## src/rtl/core/tafa_pkg.sv

```systemverilog
package tafa_pkg;

  localparam int SAMPLE_WIDTH_DEF  = 16;
  localparam int CORDIC_STAGES_DEF = 16;
  localparam int MAX_STAGES        = 24;
  localparam int PRESCALE_BITS     = 24;
  localparam int HEADROOM_BITS     = 4;
  localparam int ANGLE_FRAC        = 16;
  localparam int ANGLE_W           = 26;
  localparam int ROT_W             = 12;
  localparam int OUT_TDATA_W       = 16;
  localparam int TENTHS_W          = ANGLE_W + 4 - ANGLE_FRAC;

  localparam int DEG_HALF_TURN     = 180;
  localparam int DEG_FULL_TURN     = 360;
  localparam int TENTHS_PER_DEG    = 10;

  localparam logic signed [ANGLE_W-1:0] HALF_TURN =
    ANGLE_W'(DEG_HALF_TURN * (1 << ANGLE_FRAC));
  localparam logic signed [ANGLE_W-1:0] FULL_TURN =
    ANGLE_W'(DEG_FULL_TURN * (1 << ANGLE_FRAC));
  localparam logic [TENTHS_W-1:0] TENTHS_STRAIGHT =
    TENTHS_W'(DEG_HALF_TURN * TENTHS_PER_DEG);
  localparam logic [TENTHS_W-1:0] TENTHS_MAX =
    TENTHS_W'(DEG_FULL_TURN * TENTHS_PER_DEG - 1);

  // atan(2^-i) in degrees, 16 fractional bits
  localparam logic signed [ANGLE_W-1:0] ATAN_LUT [MAX_STAGES] = '{
    26'sd2949120, 26'sd1740967, 26'sd919879, 26'sd466945,
    26'sd234378,  26'sd117304,  26'sd58666,  26'sd29335,
    26'sd14668,   26'sd7334,    26'sd3667,   26'sd1833,
    26'sd917,     26'sd458,     26'sd229,    26'sd115,
    26'sd57,      26'sd29,      26'sd14,     26'sd7,
    26'sd4,       26'sd2,       26'sd1,      26'sd0
  };

  typedef struct packed {
    logic u_zero;
    logic u_pos;
    logic v_neg;
  } tafa_flags_t;

endpackage

```

## src/rtl/core/tilt_angle_from_accel.sv

```systemverilog
// path: tafa_prep register, the cordic cell registers, tafa_post register, out_tdata
// throughput: one request per cycle while out_tready does not stall the chain
// each stage holds its request while the next one is full, so a stalled output
// only backs up as far as the first free stage
// reset: rst_n low empties every stage; no memory to clear, ready right after reset
module tilt_angle_from_accel import tafa_pkg::*; #(
  parameter int SAMPLE_WIDTH  = SAMPLE_WIDTH_DEF,
  parameter int CORDIC_STAGES = CORDIC_STAGES_DEF,
  localparam int IN_TDATA_W   = ((2 * SAMPLE_WIDTH + 7) / 8) * 8
) (
  input  logic                   clk,
  input  logic                   rst_n,
  input  logic                   in_tvalid,
  output logic                   in_tready,
  input  logic [IN_TDATA_W-1:0]  in_tdata,  // accel_x, accel_y, zero pad
  output logic                   out_tvalid,
  input  logic                   out_tready,
  output logic [OUT_TDATA_W-1:0] out_tdata  // rotation_tenths, zero pad
);

  localparam int DW = SAMPLE_WIDTH + PRESCALE_BITS + HEADROOM_BITS;

  logic                      vld   [CORDIC_STAGES+1];
  logic                      rdy   [CORDIC_STAGES+1];
  logic signed [DW-1:0]      cx    [CORDIC_STAGES+1];
  logic signed [DW-1:0]      cy    [CORDIC_STAGES+1];
  logic signed [ANGLE_W-1:0] z     [CORDIC_STAGES+1];
  tafa_flags_t               flags [CORDIC_STAGES+1];
  logic [ROT_W-1:0]          rotation_tenths;

  tafa_prep #(
    .SAMPLE_WIDTH(SAMPLE_WIDTH),
    .DW          (DW)
  ) u_prep (
    .clk      (clk),
    .rst_n    (rst_n),
    .in_valid (in_tvalid),
    .in_ready (in_tready),
    .accel_x  ($signed(in_tdata[SAMPLE_WIDTH-1:0])),
    .accel_y  ($signed(in_tdata[2*SAMPLE_WIDTH-1:SAMPLE_WIDTH])),
    .out_valid(vld[0]),
    .out_ready(rdy[0]),
    .out_cx   (cx[0]),
    .out_cy   (cy[0]),
    .out_z    (z[0]),
    .out_flags(flags[0])
  );

  for (genvar k = 0; k < CORDIC_STAGES; k++) begin : g_cell
    tafa_cell #(
      .DW   (DW),
      .STAGE(k)
    ) u_cell (
      .clk      (clk),
      .rst_n    (rst_n),
      .in_valid (vld[k]),
      .in_ready (rdy[k]),
      .in_cx    (cx[k]),
      .in_cy    (cy[k]),
      .in_z     (z[k]),
      .in_flags (flags[k]),
      .out_valid(vld[k+1]),
      .out_ready(rdy[k+1]),
      .out_cx   (cx[k+1]),
      .out_cy   (cy[k+1]),
      .out_z    (z[k+1]),
      .out_flags(flags[k+1])
    );
  end

  tafa_post u_post (
    .clk            (clk),
    .rst_n          (rst_n),
    .in_valid       (vld[CORDIC_STAGES]),
    .in_ready       (rdy[CORDIC_STAGES]),
    .in_z           (z[CORDIC_STAGES]),
    .in_flags       (flags[CORDIC_STAGES]),
    .out_valid      (out_tvalid),
    .out_ready      (out_tready),
    .rotation_tenths(rotation_tenths)
  );

  assign out_tdata = {{(OUT_TDATA_W - ROT_W){1'b0}}, rotation_tenths};

endmodule

```

## src/rtl/core/tafa_prep.sv

```systemverilog
module tafa_prep import tafa_pkg::*; #(
  parameter int SAMPLE_WIDTH = SAMPLE_WIDTH_DEF,
  parameter int DW           = SAMPLE_WIDTH_DEF + PRESCALE_BITS + HEADROOM_BITS
) (
  input  logic                        clk,
  input  logic                        rst_n,
  input  logic                        in_valid,
  output logic                        in_ready,
  input  logic signed [SAMPLE_WIDTH-1:0] accel_x,
  input  logic signed [SAMPLE_WIDTH-1:0] accel_y,
  output logic                        out_valid,
  input  logic                        out_ready,
  output logic signed [DW-1:0]        out_cx,
  output logic signed [DW-1:0]        out_cy,
  output logic signed [ANGLE_W-1:0]   out_z,
  output tafa_flags_t                 out_flags
);

  logic                      valid_r, valid_nxt;
  logic signed [DW-1:0]      cx_r, cx_nxt;
  logic signed [DW-1:0]      cy_r, cy_nxt;
  logic signed [ANGLE_W-1:0] z_r, z_nxt;
  tafa_flags_t               flags_r, flags_nxt;
  logic signed [SAMPLE_WIDTH:0] u_s;
  logic signed [DW-1:0]      cx0;
  logic signed [DW-1:0]      cy0;

  assign in_ready = !valid_r || out_ready;
  assign u_s = -$signed({accel_x[SAMPLE_WIDTH-1], accel_x});
  assign cx0 = {{(DW - SAMPLE_WIDTH - PRESCALE_BITS){accel_y[SAMPLE_WIDTH-1]}},
                accel_y, {PRESCALE_BITS{1'b0}}};
  assign cy0 = {{(DW - SAMPLE_WIDTH - 1 - PRESCALE_BITS){u_s[SAMPLE_WIDTH]}},
                u_s, {PRESCALE_BITS{1'b0}}};

  always_comb begin
    valid_nxt        = in_ready ? in_valid : valid_r;
    flags_nxt.u_zero = (accel_x == '0);
    flags_nxt.u_pos  = accel_x[SAMPLE_WIDTH-1];
    flags_nxt.v_neg  = accel_y[SAMPLE_WIDTH-1];
    // left half plane: turn by a half circle first
    if (flags_nxt.v_neg) begin
      cx_nxt = -cx0;
      cy_nxt = -cy0;
      z_nxt  = u_s[SAMPLE_WIDTH] ? -HALF_TURN : HALF_TURN;
    end else begin
      cx_nxt = cx0;
      cy_nxt = cy0;
      z_nxt  = '0;
    end
  end

  always_ff @(posedge clk) begin
    if (!rst_n) begin
      valid_r <= 1'b0;
    end else begin
      valid_r <= valid_nxt;
    end
  end

  always_ff @(posedge clk) begin
    if (in_valid && in_ready) begin
      cx_r    <= cx_nxt;
      cy_r    <= cy_nxt;
      z_r     <= z_nxt;
      flags_r <= flags_nxt;
    end
  end

  assign out_valid = valid_r;
  assign out_cx    = cx_r;
  assign out_cy    = cy_r;
  assign out_z     = z_r;
  assign out_flags = flags_r;

endmodule

```

## src/rtl/core/tafa_cell.sv

```systemverilog
module tafa_cell import tafa_pkg::*; #(
  parameter int DW    = SAMPLE_WIDTH_DEF + PRESCALE_BITS + HEADROOM_BITS,
  parameter int STAGE = 0
) (
  input  logic                      clk,
  input  logic                      rst_n,
  input  logic                      in_valid,
  output logic                      in_ready,
  input  logic signed [DW-1:0]      in_cx,
  input  logic signed [DW-1:0]      in_cy,
  input  logic signed [ANGLE_W-1:0] in_z,
  input  tafa_flags_t               in_flags,
  output logic                      out_valid,
  input  logic                      out_ready,
  output logic signed [DW-1:0]      out_cx,
  output logic signed [DW-1:0]      out_cy,
  output logic signed [ANGLE_W-1:0] out_z,
  output tafa_flags_t               out_flags
);

  logic                      valid_r, valid_nxt;
  logic signed [DW-1:0]      cx_r, cx_nxt;
  logic signed [DW-1:0]      cy_r, cy_nxt;
  logic signed [ANGLE_W-1:0] z_r, z_nxt;
  tafa_flags_t               flags_r;
  logic signed [DW-1:0]      dx;
  logic signed [DW-1:0]      dy;

  assign in_ready = !valid_r || out_ready;
  assign dx = in_cy >>> STAGE;
  assign dy = in_cx >>> STAGE;

  always_comb begin
    valid_nxt = in_ready ? in_valid : valid_r;
    // rotate toward the x axis
    if (!in_cy[DW-1]) begin
      cx_nxt = in_cx + dx;
      cy_nxt = in_cy - dy;
      z_nxt  = in_z + ATAN_LUT[STAGE];
    end else begin
      cx_nxt = in_cx - dx;
      cy_nxt = in_cy + dy;
      z_nxt  = in_z - ATAN_LUT[STAGE];
    end
  end

  always_ff @(posedge clk) begin
    if (!rst_n) begin
      valid_r <= 1'b0;
    end else begin
      valid_r <= valid_nxt;
    end
  end

  always_ff @(posedge clk) begin
    if (in_valid && in_ready) begin
      cx_r    <= cx_nxt;
      cy_r    <= cy_nxt;
      z_r     <= z_nxt;
      flags_r <= in_flags;
    end
  end

  assign out_valid = valid_r;
  assign out_cx    = cx_r;
  assign out_cy    = cy_r;
  assign out_z     = z_r;
  assign out_flags = flags_r;

endmodule

```

## src/rtl/core/tafa_post.sv

```systemverilog
module tafa_post import tafa_pkg::*; (
  input  logic                      clk,
  input  logic                      rst_n,
  input  logic                      in_valid,
  output logic                      in_ready,
  input  logic signed [ANGLE_W-1:0] in_z,
  input  tafa_flags_t               in_flags,
  output logic                      out_valid,
  input  logic                      out_ready,
  output logic [ROT_W-1:0]          rotation_tenths
);

  logic                      valid_r, valid_nxt;
  logic [ROT_W-1:0]          rot_r, rot_nxt;
  logic signed [ANGLE_W-1:0] z_wrap;
  logic [ANGLE_W+3:0]        scaled;
  logic [TENTHS_W-1:0]       tenths;
  logic [TENTHS_W-1:0]       clamped;

  assign in_ready = !valid_r || out_ready;
  assign z_wrap   = in_z[ANGLE_W-1] ? in_z + FULL_TURN : in_z;
  assign scaled   = {4'b0, z_wrap} * (ANGLE_W + 4)'(TENTHS_PER_DEG);
  assign tenths   = scaled[ANGLE_W+3:ANGLE_FRAC];

  always_comb begin
    valid_nxt = in_ready ? in_valid : valid_r;
    // keep the result on the half circle that the sign of u selects
    if (in_flags.u_pos) begin
      clamped = (tenths > TENTHS_STRAIGHT) ? TENTHS_STRAIGHT : tenths;
    end else if (tenths < TENTHS_STRAIGHT) begin
      clamped = TENTHS_STRAIGHT;
    end else if (tenths > TENTHS_MAX) begin
      clamped = TENTHS_MAX;
    end else begin
      clamped = tenths;
    end
    if (in_flags.u_zero) begin
      rot_nxt = in_flags.v_neg ? TENTHS_STRAIGHT[ROT_W-1:0] : '0;
    end else begin
      rot_nxt = clamped[ROT_W-1:0];
    end
  end

  always_ff @(posedge clk) begin
    if (!rst_n) begin
      valid_r <= 1'b0;
    end else begin
      valid_r <= valid_nxt;
    end
  end

  always_ff @(posedge clk) begin
    if (in_valid && in_ready) begin
      rot_r <= rot_nxt;
    end
  end

  assign out_valid       = valid_r;
  assign rotation_tenths = rot_r;

endmodule

```

## config.mk

```make
export PLATFORM = sky130hd
export DESIGN_NAME = tilt_angle_from_accel
export DESIGN_NICKNAME = d
export VERILOG_FILES = /design/src/rtl/core/tafa_pkg.sv /design/src/rtl/core/tilt_angle_from_accel.sv /design/src/rtl/core/tafa_prep.sv /design/src/rtl/core/tafa_cell.sv /design/src/rtl/core/tafa_post.sv
export SDC_FILE = /design/constraint.sdc
export NUM_CORES = 2
export LEC_CHECK = 0
export ABC_CLOCK_PERIOD_IN_PS = 9900
export BUFFER_PORTS_ARGS = -buffer_cell sky130_fd_sc_hd__buf_2
export CORE_AREA = 4 4 460 462
export DETAILED_ROUTE_END_ITERATION = 8
export DIE_AREA = 0 0 464 466
export PLACE_DENSITY = 0.79
export SLEW_MARGIN = 20
export SYNTH_ARGS = -nofsm -noshare
export SYNTH_HDL_FRONTEND = slang
export SYNTH_SLANG_ARGS = --single-unit
export TNS_END_PERCENT = 10
```

## constraint.sdc

```tcl
create_clock -name clk -period 9.9 [get_ports clk]
set_input_delay 0.495 -clock clk [delete_from_list [all_inputs] [get_ports clk]]
set_output_delay 0.495 -clock clk [all_outputs]
set_load 0.1 [all_outputs]
```

Word-level counts from Yosys, hierarchy flattened
Cells that the tools add are included.

word-level totals
  register bits after elaboration = 1887
  output and inout port bits = 18

cells by class
  $lt $le $gt $ge = 3
  reduce and logical (&&, ||, !) cells = 55
  multiplexer cells = 55
  multipliers = 1
  $add $sub $neg = 93

operators with widths
  kind                          number
  2-to-1 mux 44 bit             30
  2-to-1 mux 26 bit             18
  adder 44 x 31 -> 44 bit       2
  adder 44 x 32 -> 44 bit       2
  adder 44 x 33 -> 44 bit       2
  adder 44 x 34 -> 44 bit       2
  adder 44 x 35 -> 44 bit       2
  adder 44 x 36 -> 44 bit       2
  adder 44 x 37 -> 44 bit       2
  adder 44 x 38 -> 44 bit       2
  adder 44 x 39 -> 44 bit       2
  adder 44 x 40 -> 44 bit       2
  adder 44 x 41 -> 44 bit       2
  adder 44 x 42 -> 44 bit       2
  adder 44 x 43 -> 44 bit       2
  subtractor 44 x 31 -> 44 bit  2
  subtractor 44 x 32 -> 44 bit  2
  subtractor 44 x 33 -> 44 bit  2
  subtractor 44 x 34 -> 44 bit  2
  subtractor 44 x 35 -> 44 bit  2
  subtractor 44 x 36 -> 44 bit  2
  subtractor 44 x 37 -> 44 bit  2
  subtractor 44 x 38 -> 44 bit  2
  subtractor 44 x 39 -> 44 bit  2
  55 further kinds              115

Longest topological paths before layout
  depth after elaboration = 20
  mapped depth = 24
  mapped depth without buffers = 24

By module
From an unflattened synthesis, not the netlist that was laid out.

second synthesis, totals
  cell total of the unflattened synthesis = 20397
  area total of the unflattened synthesis = 184645.8 sq um

modules (own cells, without submodules)
  module                          instances  cells an instance  area an instance (sq um)  seq. area each (sq um)
  tafa_cell at g_cell[0].u_cell   1          1427               11947.7                   3503.4
  tafa_cell at g_cell[4].u_cell   1          1301               11577.4                   3533.4
  tafa_cell at g_cell[3].u_cell   1          1258               11457.2                   3533.4
  tafa_cell at g_cell[1].u_cell   1          1276               11448.5                   3533.4
  tafa_cell at g_cell[7].u_cell   1          1280               11424.7                   3533.4
  tafa_cell at g_cell[2].u_cell   1          1274               11394.7                   3533.4
  tafa_cell at g_cell[13].u_cell  1          1251               11285.8                   3533.4
  tafa_cell at g_cell[6].u_cell   1          1220               11233.3                   3533.4
  tafa_cell at g_cell[10].u_cell  1          1230               11141.9                   3533.4
  tafa_cell at g_cell[5].u_cell   1          1215               11124.4                   3533.4
  tafa_cell at g_cell[12].u_cell  1          1231               11055.6                   3533.4
  tafa_cell at g_cell[9].u_cell   1          1225               11010.6                   3533.4
  tafa_cell at g_cell[11].u_cell  1          1164               10882.9                   3533.4
  tafa_cell at g_cell[15].u_cell  1          1186               10769.1                   3533.4
  +5 rows                         --         --                 --                        --

Worst setup path before layout
Ideal clock, no wire load.

  kind = register -> register
  from = register u_post.valid_r, in the netlist u_post.out_valid
  to = register g_cell[8].u_cell.cx_r[0], enable pin
  period minus slack after synthesis = 10.946 ns
  data required time = 9.132 ns
  stages on the path, launching flop included = 7
  path buffers = 0
  library setup time = 0.768 ns
  slack = -1.046 ns
  data arrival time = 10.177 ns
  cells stage by stage = dfxtp_1 > nor2b_1 > and3_1 > and3_1 > and2_1 > and3_1 > a21boi_0

between the ends
  word-level cells in the longest chain between the ends = 11

RTL lines
  item                            line             text
  from (decl)                     tafa_post.sv:13  logic valid_r, valid_nxt;
  from (signal assigned)          tafa_post.sv:48  valid_r <= valid_nxt;
  logical NOT 1 bit               tafa_post.sv:20  assign in_ready = !valid_r || out_ready;
  logical OR 1 bit                tafa_post.sv:20
  logical OR 1 bit (8 in series)  tafa_cell.sv:29  assign in_ready = !valid_r || out_ready;
  logical AND 1 bit               tafa_cell.sv:56  if (in_valid && in_ready) begin
  to (signal assigned)            tafa_cell.sv:57  cx_r <= cx_nxt;
  to (decl)                       tafa_cell.sv:22  logic signed [DW-1:0] cx_r, cx_nxt;

No other way between the ends.
A chain may end at the register's enable or synchronous reset.

Final worst setup path
  from = register g_cell[4].u_cell.cy_r[14]
  to = register g_cell[5].u_cell.cx_r[43], data pin

between the ends
  word-level cells in the longest chain between the ends = 2
  elaborated cells between the ends (all ways) = 3
  classes of those cells = add/sub (2); mux (1)

RTL lines
  item                                                                     line                              text
  from (decl)                                                              tafa_cell.sv:23                   logic signed [DW-1:0] cy_r, cy_nxt;
  from (signal assigned)                                                   tafa_cell.sv:58                   cy_r <= cy_nxt;
  adder 44 x 39 -> 44 bit or subtractor 44 x 39 -> 44 bit (tied branches)  tafa_cell.sv:37, tafa_cell.sv:41
  2-to-1 mux 44 bit (*)                                                    tafa_cell.sv:36                   if (!in_cy[DW-1]) begin
  net g_cell[5].u_cell.cx_nxt[43]                                          tafa_cell.sv:22
  to (signal assigned)                                                     tafa_cell.sv:57
  to (decl)                                                                tafa_cell.sv:22

The timed path passes the listed nets; every way through them passes the cells marked *.

==> impl_results.rst <==
.. list-table::
   :header-rows: 1

   * - Metric
     - Value
   * - Post-detailed-route wirelength per cell
     - 20.8 um
   * - Number of distinct library cells after synthesis
     - 97
   * - Setup slack of the worst register-to-register path
     - 3690 ps
   * - Main combinational cell family by area after synthesis
     - compound AO/OA/AOI/OAI gates
   * - Reg2reg start
     - g_cell[4].u_cell.out_cy[14]$_DFFE_PP_
   * - Area share of and/or/nand/nor cells after synthesis
     - 0.143
   * - Sequential area share after synthesis
     - 0.358
   * - Clock root buffer master
     - sky130_fd_sc_hd__clkbuf_16
   * - Ys flop type
     - sky130_fd_sc_hd__edfxtp_1
   * - Number of nets in the finished design
     - 14561
   * - Startpoint Class
     - flip-flop
   * - Highest clock rate
     - 161 MHz
   * - Synth Register Bits
     - 1482
   * - Worst max-slew margin expressed relative to the limit
     - 0.274
   * - Global-route usage over all layers
     - 0.299
   * - Core Region
     - 207000 sq um
   * - Final HPWL DP
     - 268000 um
   * - Largest net degree at the start of global routing
     - 83
   * - Async set-reset flop share out of synthesis
     - 0
   * - Number of cells traversed by the worst hold path
     - 3
   * - Setup repair after global routing missed its margin
     - no
   * - # setup viols final
     - 0
   * - Number of placed cells counting well taps
     - 15682
   * - Via count of the first global-routing pass
     - 97502
   * - Number of DRC violations after detailed-routing iteration 0
     - 7405
   * - Synthesis-to-layout area growth
     - 7.72%
   * - Overall die area
     - 216000 sq um
   * - Total wire length
     - 333000 um
   * - Placer's final routability congestion estimate
     - 1.00
   * - Number of buffers inserted by port buffering
     - 49
   * - Filler-free cell count of the finished design
     - 16011
   * - Via/cell ratio
     - 6.17
   * - Arithmetic-cell share of the synthesized area counting full adders, half adders and majority gates
     - 0.148
   * - Endpoints failing hold
     - 0
   * - Count of flip-flops with a built-in enable after synthesis
     - 1464
   * - Clock latency on the worst-skew pair
     - 830 ps
   * - CTS buffer count
     - 168
   * - DR DRC count
     - 0
   * - Horizontal extent of the die
     - 464 um
   * - Fill cell count
     - 16569
   * - Clk pin slew, worst setup/hold paths
     - 60 ps
   * - Worst slack at placement
     - 3770 ps
   * - Worst EP required
     - 10470 ps
   * - Clock Skews
     - 37.3 ps
   * - Number of standard-cell rows in the floorplan
     - 167
   * - Synthesized-area fraction occupied by xor and xnor cells
     - 0.138
   * - Startpoint-to-endpoint class of the critical path
     - reg2reg
   * - Global route total overflow
     - 0
   * - Fraction of final layout cells with drive strength greater than 1
     - 0.0411
   * - IO Pins
     - 54
   * - Total power per unit cell area
     - 112 nW/um^2
   * - Transition time at the pin with the least slew margin
     - 1080 ps
   * - Endpoint of the most critical register-to-register path
     - g_cell[5].u_cell.out_cx[43]$_DFFE_PP_
   * - Fraction of the mapped netlist area in compound gates
     - 0.184
   * - Outcome
     - finished clean
   * - Routed vias
     - 98731
   * - Arrival time at the worst endpoint
     - 6790 ps
   * - CTS max path bufs
     - 3
   * - Clock tree from TritonCTS
     - yes
   * - Synth warn
     - 0
   * - Cell count after synthesis
     - 12971
   * - Setup_tns
     - 0 ps
   * - Worst r2r path cells
     - 21
   * - Number of H-tree levels
     - 4
   * - Share of synthesized area spent on multiplexers
     - 0.00566
   * - Number of search-and-repair iterations in the first detailed-routing pass
     - 6
   * - Per-instance average area after synthesis
     - 9.54 sq um
   * - Worst-case setup margin in the final layout
     - 3690 ps
   * - Worst hold endpoint
     - u_prep.out_cx[25]$_DFFE_PP_
   * - Antenna violations before repair
     - 9
   * - Worst supply voltage drop on vdd
     - 189 uV
   * - Launch point of the worst path
     - g_cell[4].u_cell.out_cy[14]$_DFFE_PP_
   * - Number of max-slew violations in the final report
     - 0
   * - Number of max-capacitance violations reported
     - 0
   * - Initial cell density of the core
     - 0.597
   * - Endpoint class of the critical path
     - flip-flop
   * - Global-route wire length before repair
     - 521000 um
   * - Die outline height
     - 466 um
   * - Hold Crit Start
     - in_tdata[17]
   * - Final period util
     - 0.628
   * - Maximum fanout count along the critical path
     - 7
   * - DRT antenna net count
     - 0
   * - Setup bufs post-CTS
     - 0
   * - Post-synth design cell area
     - 124000 sq um
   * - Path category of the worst min-delay check
     - in2reg
   * - Number of sinks handled by clock tree synthesis
     - 1482
   * - Min cycle time layout
     - 6210 ps
   * - Reported leakage power
     - 0.0534 uW
==> how the worst max path moves through the flow <==
stage	to	slack, ps	cells after the start
6_report	g_cell[5].u_cell.out_cx[43]$_DFFE_PP_	3690	21
5_1_grt	g_cell[11].u_cell.out_cx[42]$_DFFE_PP_	3070	22
4_1_cts	g_cell[8].u_cell.out_cy[43]$_DFFE_PP_	3720	18
3_5_place_dp	g_cell[11].u_cell.out_cx[42]$_DFFE_PP_	3770	22
3_3_place_gp	g_cell[11].u_cell.out_cx[42]$_DFFE_PP_	3750	22
2_1_floorplan	g_cell[10].u_cell.out_cx[0]$_DFFE_PP_	-830	5
==> registers in the layout (all words and copies together), names as in the netlist, 3 cells and up <==
register / flops
u_prep.out_z: 3
g_cell.u_cell.out_flags: 48
g_cell.u_cell.out_cx: 483
u_prep.out_cy: 20
u_prep.out_flags: 3
g_cell.u_cell.out_valid: 16
g_cell.u_cell.out_cy: 505
g_cell.u_cell.out_z: 370
u_post.rotation_tenths: 12
u_prep.out_cx: 20
==> synth_stat cells (68+ instances only) <==
library cell               instances  area [sq um]
sky130_fd_sc_hd__a211oi_1         87           653
sky130_fd_sc_hd__a21o_1          494          3710
sky130_fd_sc_hd__a21oi_1        1305          6530
sky130_fd_sc_hd__a31oi_1         156           976
sky130_fd_sc_hd__and2_1          117           732
sky130_fd_sc_hd__and3_1          131           820
sky130_fd_sc_hd__clkbuf_1        153           574
sky130_fd_sc_hd__edfxtp_1       1464         44000
sky130_fd_sc_hd__ha_1           1414         17700
sky130_fd_sc_hd__inv_1           540          2030
sky130_fd_sc_hd__nand2_1         599          2250
sky130_fd_sc_hd__nand2b_1        198          1240
sky130_fd_sc_hd__nand3_1         208          1040
sky130_fd_sc_hd__nand4_1          85           532
sky130_fd_sc_hd__nor2_1         1386          5200
sky130_fd_sc_hd__nor2b_1         229          1430
sky130_fd_sc_hd__nor3_1          382          1910
sky130_fd_sc_hd__nor4_1          113           707
sky130_fd_sc_hd__o21a_1          218          1640
sky130_fd_sc_hd__o21ai_0         549          2750
sky130_fd_sc_hd__o21bai_1        180          1350
sky130_fd_sc_hd__o31ai_1          68           510
sky130_fd_sc_hd__o41ai_1          69           604
sky130_fd_sc_hd__or3_1            74           463
sky130_fd_sc_hd__xnor2_1        1271         11100
sky130_fd_sc_hd__xor2_1          675          5910
==> cell type report <==
| cell class | instances | area, sq um | area share |
|---|---|---|---|
| Multi-Input combinational cell | 10754 | 76700 | 0.576 |
| Sequential cell | 1482 | 44300 | 0.333 |
| Clock buffer | 193 | 4330 | 0.0325 |
| Tap cell | 2788 | 3490 | 0.0262 |
| Inverter | 545 | 2050 | 0.0154 |
| Clock inverter | 115 | 1420 | 0.0107 |
| Timing Repair Buffer | 128 | 876 | 0.00657 |
| Antenna cell | 6 | 15.0 | 0.000113 |
==> where the power goes <==
group,switching (uW),internal (uW)
logic,832,551
clock network,2670,3820
registers,107,6980
==> metrics by stage <==
step | utilization | power, uW | cell area (sq um) | hold slack, ps
3_5_place_dp | 0.615 | 8570 | 127000 | 405
6_report | 0.643 | 15000 | 133000 | 69.9
2_1_floorplan | - | 8160 | 124000 | 400
4_1_cts | 0.643 | 15100 | 133000 | 3.35
3_3_place_gp | 0.615 | 8530 | 127000 | 401
5_1_grt | 0.643 | 15500 | 133000 | 51.6
==> worst max-delay path, cell delays in order, from the launching register on <==
cell,delay (ps)
sky130_fd_sc_hd__edfxtp_1,510
sky130_fd_sc_hd__inv_1,200
sky130_fd_sc_hd__ha_1,230
sky130_fd_sc_hd__nor3b_1,590
sky130_fd_sc_hd__and3_1,330
sky130_fd_sc_hd__nand3b_1,190
sky130_fd_sc_hd__nor2_1,130
sky130_fd_sc_hd__nor2_1,60
sky130_fd_sc_hd__xnor2_1,160
sky130_fd_sc_hd__ha_1,350
sky130_fd_sc_hd__a21oi_1,200
sky130_fd_sc_hd__o21bai_1,80
sky130_fd_sc_hd__a21o_1,210
sky130_fd_sc_hd__a2111o_1,410
sky130_fd_sc_hd__o21ai_0,440
sky130_fd_sc_hd__o2111a_1,310
sky130_fd_sc_hd__o21bai_1,120
sky130_fd_sc_hd__a41o_1,280
sky130_fd_sc_hd__o41ai_1,650
sky130_fd_sc_hd__o21ai_0,200
sky130_fd_sc_hd__a21oi_1,210
sky130_fd_sc_hd__xnor2_1,80
==> cells in the final DEF (no fill, tap or decap), types with 382 or more instances in the layout <==
master,Yosys,layout
sky130_fd_sc_hd__ha_1,1414,1414
sky130_fd_sc_hd__inv_1,540,540
sky130_fd_sc_hd__nand2_1,599,599
sky130_fd_sc_hd__o21ai_0,549,549
sky130_fd_sc_hd__xor2_1,675,675
sky130_fd_sc_hd__a21oi_1,1305,1305
sky130_fd_sc_hd__edfxtp_1,1464,1464
sky130_fd_sc_hd__nor2_1,1386,1386
sky130_fd_sc_hd__nor3_1,382,382
sky130_fd_sc_hd__a21o_1,494,494
sky130_fd_sc_hd__xnor2_1,1271,1271
==> metal layers <==
layer  global-route usage  up-vias  share of wire
met5                    0        -        0.00018
met4                0.179        4          0.067
met3               0.0382      971          0.047
met2                0.545     3007           0.50
met1                0.333    46821           0.38
li1                     -    47928              -
==> what timing repair did <==
item | in CTS | in global routing
hold buffers | 15 | 0
resized for setup | 0 | 0
hold endpoints to repair | 16 | 0
==> cell families (layout without fill, tap and decap cells) <==
family                   after synthesis  after routing
XOR/XNOR                            1946           1946
other                                  1             14
AND/OR/NAND/NOR                     3707           3707
AO/OA/AOI/OAI                       3582           3582
flip-flops                          1482           1482
multiplexers                          65             65
adder cells (fa/ha/maj)             1446           1446
buffers and inverters                742            981
Note: power is estimated with default switching activity, not from simulation.
